--- src/rtl/buffer_pool_frame_manager_core_macros.svh ---
// assertion macros shared by the frame manager rtl
`ifndef BUFFER_POOL_FRAME_MANAGER_CORE_MACROS_SVH
`define BUFFER_POOL_FRAME_MANAGER_CORE_MACROS_SVH

// same-cycle implication, checked out of reset
`define BPFM_ASSERT_IMP(lbl, ante, cons, msg) \
  lbl: assert property (@(posedge clk) disable iff (!rst_n) (ante) |-> (cons)) \
    else $error(msg);

// next-cycle implication, checked out of reset
`define BPFM_ASSERT_NXT(lbl, ante, cons, msg) \
  lbl: assert property (@(posedge clk) disable iff (!rst_n) (ante) |=> (cons)) \
    else $error(msg);

`endif

--- src/rtl/bpfm_frame_ram.sv ---
// per-frame record memory, one write and one registered read port
`default_nettype none
module bpfm_frame_ram #(
  parameter int DEPTH = 64,
  parameter int AW    = 6,
  parameter int DW    = 32
) (
  input  wire logic          clk,
  input  wire logic          we,
  input  wire logic [AW-1:0] wr_addr,
  input  wire logic [DW-1:0] wr_data,
  input  wire logic [AW-1:0] rd_addr,
  output logic      [DW-1:0] rd_data
);

  logic [DW-1:0] mem [DEPTH];

  // write port
  always_ff @(posedge clk) begin
    if (we) begin
      mem[wr_addr] <= wr_data;
    end
  end

  // registered read port
  always_ff @(posedge clk) begin
    rd_data <= mem[rd_addr];
  end

endmodule
`default_nettype wire

--- config.mk ---
export PLATFORM = sky130hd
export DESIGN_NAME = bpfm_frame_ram
export DESIGN_NICKNAME = d
export VERILOG_FILES = /design/src/rtl/buffer_pool_frame_manager_core_macros.svh /design/src/rtl/bpfm_frame_ram.sv
export SDC_FILE = /design/constraint.sdc
export NUM_CORES = 2
export LEC_CHECK = 0
export BUFFER_PORTS_ARGS = -buffer_cell sky130_fd_sc_hd__clkbuf_2
export CORE_MARGIN = 2
export CORE_UTILIZATION = 35
export CTS_BUF_LIST = sky130_fd_sc_hd__clkbuf_16
export CTS_CLUSTER_SIZE = 10
export DETAILED_ROUTE_END_ITERATION = 10
export SYNTH_ARGS = -nofsm -noshare
export SYNTH_HDL_FRONTEND = slang
export SYNTH_SLANG_ARGS = --single-unit
--- constraint.sdc ---
create_clock -name clk -period 4.4 [get_ports clk]
set_input_delay 0.88 -clock clk [delete_from_list [all_inputs] [get_ports clk]]
set_output_delay 0.88 -clock clk [all_outputs]
set_load 0.05 [all_outputs]
Yosys cells after proc, flatten, opt, wreduce, memory -nomap -nowiden --
Memories as Yosys holds them, arrays and structs flattened. A register that Yosys moved wholly into a read port is not among the register bits. Cells that the tools add are included.
Word-level totals: register bits after elaboration 0, memory bits (writable) 2048, input port bits 46, output and inout port bits 32, word-level logic and storage cells 3, memories 1
Memory list:
- mem | words 64, bits a word 32, rd ports 1, clocked after memory_dff 1, wr ports 1, line bpfm_frame_ram.sv:16 | logic [DW-1:0] mem [DEPTH];
Cells by class: mux-type cells 2
Operators with widths (number):
- two-way mux 1 bit | 2

Longest topological paths before layout --
depth in word-level cells 2, mapped depth 10, gate-level depth less buffers 5

Least setup slack after synthesis --
No wires, ideal clock.
path type input -> register, start in wr_addr[3], end mem mem[48][0], enable pin, library setup time 0.461 ns, arrival time 3.579 ns, data required time 3.939 ns, path slack 0.360 ns, stages 4, path buffers 1, cells stage by stage clkbuf_1 nor2b_1 nand4b_1 nor3_1
RTL lines:
- from (decl) | line bpfm_frame_ram.sv:10 | input wire logic [AW-1:0] wr_addr,
- to (decl) | line bpfm_frame_ram.sv:16
No word-level cell before the write port.

==> results.yml <==
worst_setup_path:
  end_kind: "register"
  crit_required_ns: 5.09
  crit_chain: "buf_8 -> buf_12 -> or3b_2 -> o221ai_1 -> a21oi_1 -> a21oi_1 -> nor2_1"
  cp-start-kind: "input port"
  critPathLaunch: "rd_addr[1]"
  slowest_delay_ns: 0.67
  timing.rr.start: "mem[14][11]$_DFFE_PP_"
  crit_family: "compound AO/OA/AOI/OAI gates"
  slowest_stage: "a21oi_1"
  crit_type: "in -> reg"
  cp.arrival_ns: 3.81
  crit_fanout: 53
  crit_top_cell: "a21oi_1"
  crit_buf_inv: 2
worst_hold_path:
  min_from: "wr_addr[2]"
  hold_class: "in -> reg"
job:
  drv_cap: 0
synth:
  synth_fp_nets: 3370
  synth.top_cell.area_share_pct: 78.3
  yosysMostFrequentCell: "edfxtp_1"
  syn_area_um2: 78500
  synthFlopType: "edfxtp_1"
  netlist_top_cells_area: "edfxtp_1, mux4_2, mux2i_1"
  synth_cell_type_count: 34
  synthTopCellsByCount: "edfxtp_1, mux4_2, nor2_1"
  syn_avg_cell_area_um2: 23.6
  synth_cells: 3324
  synth_top_area_cell: "edfxtp_1"
  synthArstFlopShare_pct: 0
  ys_warn_count: 0
  synth_edf_count: 2048
  synth_seq_cells: 2080
  synth_seq_area_share_pct: 79.1
placement:
  port_buffers: 77
  postPlaceCellArea_um2: 84500
  place.gp.congestion: 0.824
  dp_hpwl_um: 122000
  dp.cells: 6426
clock_network:
  htree_levels: 4
  holdBufCountCts: 0
  clk_path_buf_depth: 3
  cts.sinks: 2080
  cts_resized: 0
  cts_tree: "yes"
  cts_root_buf: "clkbuf_16"
  cts_buffers: 227
  post-cts-setup-buffers: 0
  clk_latency_ns: 0.86
  clk_pin_slew_ns: 0.06
power:
  power_leakage_nw: 28.5
  power_w: 0.0409
  powerDensity_nw_per_um2: 450
  peakVddDrop_mv: 0.332
route:
  avgRoutedWirePerCell_um: 30.6
  drtIter0Drc: 4510
  drc: 0
  wl_um: 208000
  via_per_inst: 5.46
  drt_pass1_iterations: 5
  vias: 37100
  detail-route-antenna-nets: 0
die:
  die_y_um: 478
  die_w_um: 478
  coreArea_um2: 223000
  die_area_um2: 228000
  start_util_pct: 35.3
  floorplan.io_pins: 78
  rows: 173
global_route:
  grt_max_degree: 65
  grt-ovfl-total: 0
  grt_util_all_layers_pct: 18.0
  grt_pass1_vias: 37900
  antenna_found_initial: 11
  grt_pass1_wl_um: 292000
timing:
  tightest_slew_ns: 1.33
  slew_headroom_pct: 11.6
  rsz0062_at_grt: "no"
  tns_ns: 0
  period_share_pct: 70.9
  period_minus_slack_ns: 3.12
  drv_slew: 0
  max_clock_freq_ghz: 0.321
  finalHoldViolCount: 0
  skew_ns: 0.0466
  setup_viol: 0
  hold_ws_ns: 0.577
finish:
  layout.nets: 3726
  drive_above_1_share_pct: 30.5
  design_area_um2: 90900
  instances_no_fill: 6791
  syn2layout_area_growth_pct: 15.8
status:
  status: "complete, no violations"
routing by layer:
metal / vias to the layer above / GRT usage (%) / share of wire, %
met2: 1546 / 29.0 / 48
li1: 15000 / - / -
met5: - / 0 / 0
met4: 0 / 5.29 / 2.8
met3: 277 / 2.86 / 6.9
met1: 20300 / 25.4 / 42
cells by family (layout without fill, tap and decap cells):
family	after synthesis	in the layout	share of synthesized area [%]
and+or+nand+nor	223	223	1.27
AOI/OAI and AO/OA	202	202	1.67
DFF	2080	2080	79.1
buffers and inverters	182	667	1.13
other	0	7	0
muxes	637	637	16.8
through the flow:
stage / setup WS [ns] / util, %
after global routing: 1.34 / 40.8
after floorplan: 0.360 / -
after CTS: 1.37 / 40.8
after global placement: 0.452 / 38.0
final: 1.28 / 40.8
after detailed placement: 0.442 / 38.0
final cells by class:
| class | count | area [um2] |
|---|---|---|
| Antenna cell | 7 | 17.5 |
| Clock buffer | 228 | 5710 |
| Clock inverter | 130 | 658 |
| Fill cell | 19300 | 132000 |
| Multi-Input combinational cell | 1062 | 16000 |
| Sequential cell | 2080 | 62100 |
| Tap cell | 2975 | 3720 |
| Timing Repair Buffer | 309 | 2680 |
cells in the final DEF (no fill, tap or decap), types with 5 or more instances in the layout:
cell type  instances
clkinv_1           5
nand3b_1           5
clkbuf_16        228
inv_6              6
nor3_1             5
clkbuf_2          73
nor2b_1           15
nor2_4            62
buf_4            191
dfxtp_1           32
diode_2            7
edfxtp_1        2048
inv_1            112
o22ai_1           84
a311oi_1           8
buf_12            41
nand3_1            5
a21oi_1           62
nand2b_1           7
mux2i_1           93
nand2_1           26
o221ai_1          27
nor2_1            75
mux4_2           544
a22oi_1           12
path summary, 6_finish.rpt:
path | endpoint | slack [ns] | cells past startpoint
worst max register to register | rd_data[11]$_DFF_P_ | 1.98 | 4
worst min-delay path | mem[49][17]$_DFFE_PP_ | 0.58 | 2
worst min register to register | rd_data[8]$_DFF_P_ | 0.72 | 4
worst max-delay path | rd_data[23]$_DFF_P_ | 1.28 | 7
state kept, by name, indices dropped and copies added, names as in the netlist:
| name | flops |
|---|---|
| mem | 2048 |
| rd_data | 32 |
power by group:
group          switching (W)  internal [W]  total [W]
sequential          0.000102        0.0220     0.0221
combinational        0.00150      0.000804    0.00230
clock                0.00733       0.00921     0.0165
(Power assumes the default switching activity.)
