`src/rtl/buffer_pool_frame_manager_core_macros.svh`:
```
// assertion macros shared by the frame manager rtl
`ifndef BUFFER_POOL_FRAME_MANAGER_CORE_MACROS_SVH
`define BUFFER_POOL_FRAME_MANAGER_CORE_MACROS_SVH

// same-cycle implication, checked out of reset
`define BPFM_ASSERT_IMP(lbl, ante, cons, msg) \
  lbl: assert property (@(posedge clk) disable iff (!rst_n) (ante) |-> (cons)) \
    else $error(msg);

// next-cycle implication, checked out of reset
`define BPFM_ASSERT_NXT(lbl, ante, cons, msg) \
  lbl: assert property (@(posedge clk) disable iff (!rst_n) (ante) |=> (cons)) \
    else $error(msg);

`endif

```
`src/rtl/bpfm_free_queue.sv`:
```
// circular free-frame queue held in a memory, with head and fill count
`default_nettype none
module bpfm_free_queue #(
  parameter int N  = 64,
  parameter int IW = 6,
  parameter int CW = 7
) (
  input  wire logic          clk,
  input  wire logic          rst_n,
  input  wire logic          init_we,
  input  wire logic [IW-1:0] init_idx,
  input  wire logic          pop,
  input  wire logic          push,
  input  wire logic [IW-1:0] push_frame,
  output logic      [IW-1:0] head_frame,
  output logic      [CW-1:0] count
);

  localparam logic [CW:0]   N_W    = (CW+1)'(N);
  localparam logic [IW-1:0] LAST_I = IW'(N - 1);

  logic [IW-1:0] mem [N];
  logic [IW-1:0] head_r, head_nxt;
  logic [CW-1:0] count_r, count_nxt;
  logic [CW:0]   tail_sum;
  logic [IW-1:0] tail;
  logic          wr_en;
  logic [IW-1:0] wr_addr, wr_data;

  // tail position modulo the depth
  always_comb begin
    tail_sum = (CW+1)'(head_r) + (CW+1)'(count_r);
    if (tail_sum >= N_W) begin
      tail = IW'(tail_sum - N_W);
    end else begin
      tail = IW'(tail_sum);
    end
  end

  // write port select: init sweep or push
  always_comb begin
    wr_en   = init_we | push;
    wr_addr = init_we ? init_idx : tail;
    wr_data = init_we ? init_idx : push_frame;
  end

  // head and count updates
  always_comb begin
    head_nxt  = head_r;
    count_nxt = count_r;
    if (pop) begin
      head_nxt  = (head_r == LAST_I) ? '0 : head_r + 1'b1;
      count_nxt = count_r - 1'b1;
    end else if (push) begin
      count_nxt = count_r + 1'b1;
    end
  end

  always_ff @(posedge clk) begin
    if (!rst_n) begin
      head_r  <= '0;
      count_r <= CW'(N);
    end else begin
      head_r  <= head_nxt;
      count_r <= count_nxt;
    end
  end

  // memory write and registered head read
  always_ff @(posedge clk) begin
    if (wr_en) begin
      mem[wr_addr] <= wr_data;
    end
    head_frame <= mem[head_r];
  end

  assign count = count_r;

endmodule
`default_nettype wire

```
`config.mk`:
```
export PLATFORM = sky130hd
export DESIGN_NAME = bpfm_free_queue
export DESIGN_NICKNAME = d
export VERILOG_FILES = /design/src/rtl/buffer_pool_frame_manager_core_macros.svh /design/src/rtl/bpfm_free_queue.sv
export SDC_FILE = /design/constraint.sdc
export NUM_CORES = 1
export LEC_CHECK = 0
export ABC_CLOCK_PERIOD_IN_PS = 4600
export BUFFER_PORTS_ARGS = -buffer_cell sky130_fd_sc_hd__buf_2
export CAP_MARGIN = 20
export CORE_MARGIN = 1.5
export CORE_UTILIZATION = 56
export CTS_CLUSTER_DIAMETER = 50
export DETAILED_ROUTE_END_ITERATION = 7
export PLACE_DENSITY = 0.81
export SYNTH_ARGS = -nofsm -noshare
export SYNTH_HDL_FRONTEND = slang
export SYNTH_SLANG_ARGS = --single-unit
```
`constraint.sdc`:
```
create_clock -name clk -period 4.6 [get_ports clk]
set_input_delay 0.92 -clock clk [delete_from_list [all_inputs] [get_ports clk]]
set_output_delay 0.92 -clock clk [all_outputs]
set_load 0.1 [all_outputs]
```
Yosys cells after proc, flatten, opt, wreduce, memory -nomap -nowiden
Memories as Yosys holds them, arrays and structs flattened. A register that Yosys moved wholly into a read port is not among the register bits.
Cells that the tools add are included.
{"block": "classes", "order_cmp": 1, "mux": 8, "bitwise": 1, "n_addsub": 5, "n_reduce_logical": 1, "eq_ne": 1}
{"op": "6-bit two-way mux", "n": 4}
{"op": "7-bit two-way mux", "n": 2}
{"op": "6-bit by 7-bit adder with 8-bit output", "n": 1}
{"op": "8-bit by 7-bit greater-or-equal comparator with 1-bit output, second input constant", "n": 1}
{"op": "7-bit by 1-bit adder with 7-bit output, second input constant", "n": 1}
{"op": "7-bit by 1-bit subtractor with 7-bit output, second input constant", "n": 1}
{"op": "6-bit by 1-bit adder with 6-bit output, second input constant", "n": 1}
{"op": "6-bit == test, second input constant", "n": 1}
{"op": "6-bit by 1-bit subtractor with 6-bit output, second input constant", "n": 1}
{"op": "1-bit two-way mux", "n": 2}
{"op": "2-bit nonzero test", "n": 1}
{"op": "1-bit OR", "n": 1}
{"block": "word_totals", "n_memories": 1, "wordCells": 20, "register_bits": 13, "ramBits": 384, "input_bits": 17}
{"name": "mem", "depth": 64, "word_bits": 6, "read_ports": 1, "rd_ports_with_merged_regs": 1, "wr": 1, "line_no": "bpfm_free_queue.sv:22", "source": "logic [IW-1:0] mem [N];"}

Longest topological paths before layout
Gate-level depths: netlist (run 1).
{"block": "depth", "ltp_word": 4, "depth_mapped": 9, "ltp_nobuf": 8}

Worst setup path after synthesis (run 1)
Ideal clock, no wire load.
{"block": "synth_timing", "kind": "input port to flip-flop", "start": "in init_we", "end": "mem mem[0][1], data pin", "cell_stages": 3, "arrival_ns": 3.868, "path_slack_ns": 0.030, "path_buffers": 2, "setup_time_ns": 0.702, "t_required_ns": 3.898, "cell_sequence": "clkbuf_1 buf_1 o21ai_0"}
{"block": "synth_between", "elab_chain_cells": 1}
{"item": "start: declaration", "line_no": "bpfm_free_queue.sv:10", "source": "input wire logic init_we,"}
{"item": "6-bit two-way mux", "line_no": "bpfm_free_queue.sv:44", "source": "wr_data = init_we ? init_idx : push_frame;"}
{"item": "net wr_data[1]", "line_no": "bpfm_free_queue.sv:28", "source": "logic [IW-1:0] wr_addr, wr_data;"}
{"item": "end: declaration", "line_no": "bpfm_free_queue.sv:22"}
The timed path passes the listed nets, and every way through them passes these cells.

Worst setup path in the final report (run 1)
{"block": "layout_timing", "start": "reg head_r[2]", "end": "mem mem[57][1] (enable)"}
{"block": "layout_between", "elab_chain_cells": 4, "elab_cells_between_ends": 5, "classes_between": "add/sub (2); order compare (1); mux (2)"}
{"item": "start: declaration", "line_no": "bpfm_free_queue.sv:23", "source": "logic [IW-1:0] head_r, head_nxt;"}
{"item": "start signal: assignment", "line_no": "bpfm_free_queue.sv:64", "source": "head_r <= head_nxt;"}
{"item": "6-bit by 7-bit adder with 8-bit output (*)", "line_no": "bpfm_free_queue.sv:32", "source": "tail_sum = (CW+1)'(head_r) + (CW+1)'(count_r);"}
{"item": "8-bit by 7-bit greater-or-equal comparator with 1-bit output / 6-bit by 1-bit subtractor with 6-bit output (equally long branches)", "line_no": "bpfm_free_queue.sv:33, bpfm_free_queue.sv:34"}
{"item": "6-bit two-way mux (*)", "line_no": "bpfm_free_queue.sv:33", "source": "if (tail_sum >= N_W) begin"}
{"item": "6-bit two-way mux (*)", "line_no": "bpfm_free_queue.sv:43", "source": "wr_addr = init_we ? init_idx : tail;"}
Mark *: on every way between the ends. The rest lies on a longest branch, timed or not.

==> flow_summary.yaml, run 1 <==
sta:
  setup-violations-final: 0
  finalMaxSlewViolations: 0
  finalCritPeriodShare: 0.727
  tns_ps: 0
  finalClockSkew_ps: 34.7
  layout_min_cycle_time_ps: 3340
  slew_headroom: 0.280
  timing.fmax_mhz: 299
  tightest_slew_ps: 1080
  hold_viol: 0
  rsz0062_at_grt: "false"
pwr:
  p_seq_frac: 0.506
  sw_frac_of_total: 0.237
  netSwitchingPower_mw: 1.95
  irDropWorstVdd_mv: 0.278
  cell_internal_pwr_mw: 6.29
  p_leak_nw: 5.74
  p_clk_frac: 0.394
  power_frac_comb: 0.100
  p_per_area_mw_per_mm2: 452
  total_power_mw: 8.25
global_routing:
  top_usage_layer: "met2"
  grt_pass1_vias: 8963
  gr-usage-all-layers: 0.255
  use_met2: 0.416
  grt_overflow: 0
  antenna_found_initial: 0
  grtUsageMet1: 0.337
  grt_first_pass_wirelength_mm: 56.3
  grt_max_degree: 93
  grt_use_met3: 0.0564
floorplanning:
  num_rows: 62
  core_area_sq_mm: 0.0288
  start_util: 0.570
  pin_count: 30
  die_w_um: 174
  fp.dieArea_sq_mm: 0.0303
  die_h_um: 174
critical_path:
  crit_family: "simple AND/OR/NAND/NOR gates"
  crit_chain: "ha_1 -> a21o_1 -> a21oi_1 -> xor2_1 -> o22ai_1 -> nand3_1 -> nor2_1"
  critical_path.max_stage_delay_ps: 630
  cp.arrival_ps: 3510
  critPathSlowestCell: "dfxtp_2"
  cp.required_ps: 4770
  critPathCaptureType: "flip-flop"
  critPathKind: "flip-flop to flip-flop"
  path_buf_inv: 0
  cp-start-kind: "flip-flop"
  worstPathMaxFanout: 15
logic_synthesis:
  ys_ff_latch: 403
  synth.distinct_cells: 62
  ys_seq_area_frac: 0.727
  yosysWarnings: 0
  synth-edff-count: 384
  netlist_area_sq_mm: 0.0164
  synthesis.nets: 901
  async_flop_share: 0
  synth_top_flop_cell: "edfxtp_1"
  syn_avg_cell_area_sq_um: 18.8
  yosysTopAreaCell: "edfxtp_1"
  yosys-top-cells-area: "edfxtp_1 70%, mux4_2 10%, dfxtp_1 2.3%, mux4_1 2.2%, mux2i_1 1.8%"
  synth_top_area_frac: 0.704
  synth_cells: 871
route:
  first_iter_violations: 1096
  via_count: 8707
  drt_wl_total_mm: 37.5
  drtAntennaViolNets: 0
  drt-vias-per-instance: 6.55
  first_pass_iters: 5
  drc: 0
  wl_per_cell_um: 28.2
clocking:
  clk_latency_ps: 550
  cts_tree: "built"
  cts_max_level: 2
  clk_pin_slew_ps: 60
  cts_made_buffers: 39
  cts.repair.resized: 0
  cts_setup_buffers: 0
  cts-root-buf: "clkbuf_16"
  clock-sinks: 403
  hold_buffers: 0
  clockBufferDepth: 3
cells_and_area:
  ff_latch_area_sq_mm: 0.0119
  drive_above_1_share: 0.201
  antenna_cells: 0
  multiInputGateArea_sq_mm: 0.00421
  n_fill_cell: 1846
  area_growth_pct: 11.3
  layout.nets: 945
status:
  outcome: "complete, no violations"
placement:
  dp_hpwl_mm: 22.6
  place_congestion: 0.812
  port_buffers: 29
min_path:
  hp-class: "flip-flop to flip-flop"
run:
  cap_violations: 0
==> layer usage <==
layer / part of all wire / wire length (um)
met1: 0.36 / 13400
met4: 0.036 / 1370
met5: 0 / 0
met3: 0.11 / 4230
met2: 0.49 / 18500
==> final timing paths <==
kind	from	to	slack (ps)	cells after the start
max	head_r[2]	mem[57][1]	1260	7
min reg2reg	count[6]	count[6]	520	2
min	count[6]	count[6]	520	2
max reg2reg	head_r[2]	mem[57][1]	1260	7
==> power by group through the flow <==
stage | clock network, mW | registers, mW | logic, mW
2_1_floorplan | 0 | 4.38 | 0.455
3_3_place_gp | 0 | 4.24 | 0.798
3_5_place_dp | 0 | 4.25 | 0.815
4_1_cts | 3.26 | 4.17 | 0.820
5_1_grt | 3.42 | 4.18 | 0.869
6_report | 3.25 | 4.17 | 0.826
==> kinds of logic after synthesis <==
family	share of synthesized area
flops	0.727
simple gates	0.0473
mux	0.145
compound gates	0.0467
buf+inv	0.0184
fa+ha+maj	0.0108
xor+xnor	0.00481
==> worst min-delay path: stages, from the launching register on <==
cell and delay [ps]:
dfxtp_1 320, nand2_1 50, mux2_2 130
==> cell type report <==
class	count	area share
clock inverter	20	0.0135
multi-input combinational	414	0.231
inverter	10	0.00206
tap	384	0.0263
timing repair buffer	47	0.0162
sequential	403	0.653
clock buffer	52	0.0579
==> layout by cell type, fill, tap and decap left out, types with 4 or more instances in the layout <==
cell type	synthesis	final
a211oi_1	6	6
inv_1	9	9
a22oi_1	12	12
a221oi_1	5	5
bufinv_16	0	5
mux4_2	73	73
nor2b_1	11	11
dfxtp_1	19	16
xnor2_1	5	5
o221ai_1	8	8
clkinv_1	1	7
ha_1	11	11
o22ai_1	6	6
clkbuf_16	0	40
mux2_2	6	6
a21oi_1	15	15
clkinv_2	0	4
clkbuf_1	16	11
a31oi_1	5	5
edfxtp_1	384	384
mux4_1	14	14
and2_1	12	12
xor2_1	4	4
nand2_1	37	37
nor2_1	66	66
buf_4	2	16
nand2b_1	7	7
nand3_1	8	8
buf_2	11	29
mux2i_1	30	30
nor3_1	6	6
o21ai_0	15	12
nor3b_1	5	5
==> per-stage QoR <==
stage | utilization | instance area [sq um] | setup WS [ps] | cells | hold WS [ps]
final | 0.634 | 18200 | 1260 | 1330 | 524
after global placement | 0.588 | 16900 | 1340 | 1257 | 502
after detailed placement | 0.588 | 16900 | 1210 | 1257 | 510
after CTS | 0.634 | 18200 | 1320 | 1329 | 524
after global routing | 0.634 | 18200 | 1150 | 1330 | 550
after floorplan | - | 16400 | 30.2 | 871 | 657
==> state kept, by name (all words and copies together) (netlist names) <==
register	cells
head_frame	6
count	7
head_r	6
mem	384
==> cells in the mapped netlist (11+ instances only) <==
| library cell | number |
|---|---|
| ha_1 | 11 |
| mux2i_1 | 30 |
| o21ai_0 | 15 |
| buf_2 | 11 |
| nand2_1 | 37 |
| a21oi_1 | 15 |
| mux4_2 | 73 |
| a22oi_1 | 12 |
| nor2b_1 | 11 |
| edfxtp_1 | 384 |
| clkbuf_1 | 16 |
| and2_1 | 12 |
| mux4_1 | 14 |
| dfxtp_1 | 19 |
| nor2_1 | 66 |
Note: power is estimated with default switching activity, not from simulation.
==> run 2: changes to the inputs <==
ABC_AREA = 1   (was unset)
ABC_CLOCK_PERIOD_IN_PS = 3300   (was 4600)
CORE_UTILIZATION = 63   (was 56)
PLACE_DENSITY = 0.86   (was 0.81)
clock period = 3.3 ns   (was 4.6 ns; I/O delays follow)
==> flow_summary.yaml, run 2 <==
clocking:
  cts_setup_buffers: 0
  clk_pin_slew_ps: 60
  cts_max_level: 2
  hold_buffers: 0
  clockBufferDepth: 3
  cts.repair.resized: 0
  cts-root-buf: "clkbuf_16"
  cts_made_buffers: 40
  clk_latency_ps: 530
  cts_tree: "built"
  clock-sinks: 403
floorplanning:
  fp.dieArea_sq_mm: 0.0287
  die_h_um: 169
  core_area_sq_mm: 0.0271
  die_w_um: 169
  start_util: 0.644
  pin_count: 30
  num_rows: 60
sta:
  setup-violations-final: 0
  fin_ws_ps: 203
  slew_headroom: 0.367
  rsz0062_at_grt: "false"
  finalCritPeriodShare: 0.939
  timing.fmax_mhz: 323
  hold_viol: 0
  layout_min_cycle_time_ps: 3100
  finalClockSkew_ps: 27.6
  timing.hold.ws_ps: 459
  tightest_slew_ps: 949
  finalMaxSlewViolations: 0
  tns_ps: 0
logic_synthesis:
  synth_cells: 1669
  yosysWarnings: 0
  synth.distinct_cells: 36
  synthTopCellsByCount: "443 x nand2_1, 384 x edfxtp_1, 258 x nor2_1"
  synth_most_common_cell: "nand2_1"
  ys_ff_latch: 403
  yosysTopAreaCell: "edfxtp_1"
  async_flop_share: 0
  netlist_area_sq_mm: 0.0175
  synth-edff-count: 384
  synth_top_area_frac: 0.661
  synth_top_flop_cell: "edfxtp_1"
  synthesis.nets: 1699
  syn_avg_cell_area_sq_um: 10.5
  ys_seq_area_frac: 0.683
  yosys-top-cells-area: "edfxtp_1 66%, nand2_1 9.5%, nor2_1 5.5%, nand3_1 5.1%, inv_1 2.5%"
critical_path:
  critPathCaptureType: "flip-flop"
  critPathKind: "flip-flop to flip-flop"
  critical_path.max_stage_delay_ps: 610
  r2r_cells: 8
  worstPathMaxFanout: 8
  worstSetupPathDepth: 8
  path_buf_inv: 1
  critPathSlowestCell: "nor2_1"
  cp.arrival_ps: 3260
  cpMostUsedCell: "nor2_1"
  crit_chain: "ha_1 -> fa_1 -> nor2_1 -> nor2_1 -> inv_1 -> nor2_1 -> nand2_1 -> nor2_1"
  cp.required_ps: 3460
  crit_family: "simple AND/OR/NAND/NOR gates"
  cp-start-kind: "flip-flop"
pwr:
  total_power_mw: 11.6
  p_per_area_mw_per_mm2: 600
  p_leak_nw: 7.49
  power_frac_comb: 0.115
  p_clk_frac: 0.387
  cell_internal_pwr_mw: 8.69
  sw_frac_of_total: 0.252
  netSwitchingPower_mw: 2.92
  irDropWorstVdd_mv: 0.324
  p_seq_frac: 0.498
route:
  dr.max_layer_used: "met4"
  wl_per_cell_um: 20.2
  drt-vias-per-instance: 5.99
  first_iter_violations: 1985
  via_count: 12552
  drc: 0
  first_pass_iters: 8
  wl_met3_mm: 5.23
  drt_wl_total_mm: 42.4
  m1WireLength_mm: 15.2
  wl_met2_mm: 20.1
  drtAntennaViolNets: 0
placement:
  dp_hpwl_mm: 24.7
  place_congestion: 0.949
  pre_cts_ws_ps: 306
  port_buffers: 29
cells_and_area:
  layout.nets: 1723
  final_cell_mix: "440 x nand2_1, 384 x edfxtp_1, 255 x nor2_1, 178 x nand3_1, 116 x inv_1"
  post-route-util: 0.714
  mostFrequentLayoutCell: "nand2_1"
  area_growth_pct: 10.9
  drive_above_1_share: 0.0957
  antenna_cells: 0
  largest_reg_flops: 384
  top_register: "mem"
global_routing:
  grt_max_degree: 203
  grt_first_pass_wirelength_mm: 65.3
  grt_pass1_vias: 12257
  antenna_found_initial: 0
  grt_overflow: 0
  gr-usage-all-layers: 0.303
min_path:
  hp-class: "input pin to flip-flop"
  hold_depth: 3
status:
  outcome: "complete, no violations"
run:
  cap_violations: 0
run 2: tightest hold or removal path, cell delays in order:
cell     delay [ps]
buf_2           150
o21ai_0          80
a21oi_1          40
run 2: cells by family after synthesis:
group           after synthesis  synth area share
compound gates              132            0.0400
xor+xnor                      5           0.00251
fa+ha+maj                    13            0.0102
buf+inv                     205            0.0494
flops                       403             0.683
simple gates                911             0.215
run 2: cell type report:
class / instances / area (sq um)
Clock buffer: 45 / 1060
Clock inverter: 28 / 262
Fill cell: 1687 / 7740
Inverter: 127 / 479
Multi-Input combinational cell: 1061 / 4710
Sequential cell: 403 / 11900
Tap cell: 372 / 465
Timing Repair Buffer: 60 / 465
run 2: path summary, 6_finish.rpt:
kind             from   endpoint  slack [ps]
max          count[0]  mem[2][5]         200
min             rst_n   count[2]         460
max reg2reg  count[0]  mem[2][5]         200
min reg2reg  count[6]   count[6]         470
run 2: stage by stage:
| step | cells | area, sq um |
|---|---|---|
| floorplan | 1669 | 17500 |
| global placement | 2023 | 18000 |
| detailed placement | 2023 | 18000 |
| CTS | 2096 | 19400 |
| global route | 2096 | 19400 |
| finish | 2096 | 19400 |
run 2: metal layers:
layer	track usage	vias to the layer above
met5	0	-
met4	0.145	0
met3	0.0653	174
met2	0.497	928
met1	0.387	5798
li1	-	5652
run 2: power by group through the flow:
stage | Sequential (mW) | Combinational [mW] | Clock (mW)
6_report | 5.78 | 1.34 | 4.50
5_1_grt | 5.78 | 1.43 | 4.74
4_1_cts | 5.78 | 1.31 | 4.51
3_5_place_dp | 5.89 | 1.29 | 0
3_3_place_gp | 5.88 | 1.27 | 0
2_1_floorplan | 6.07 | 0.711 | 0
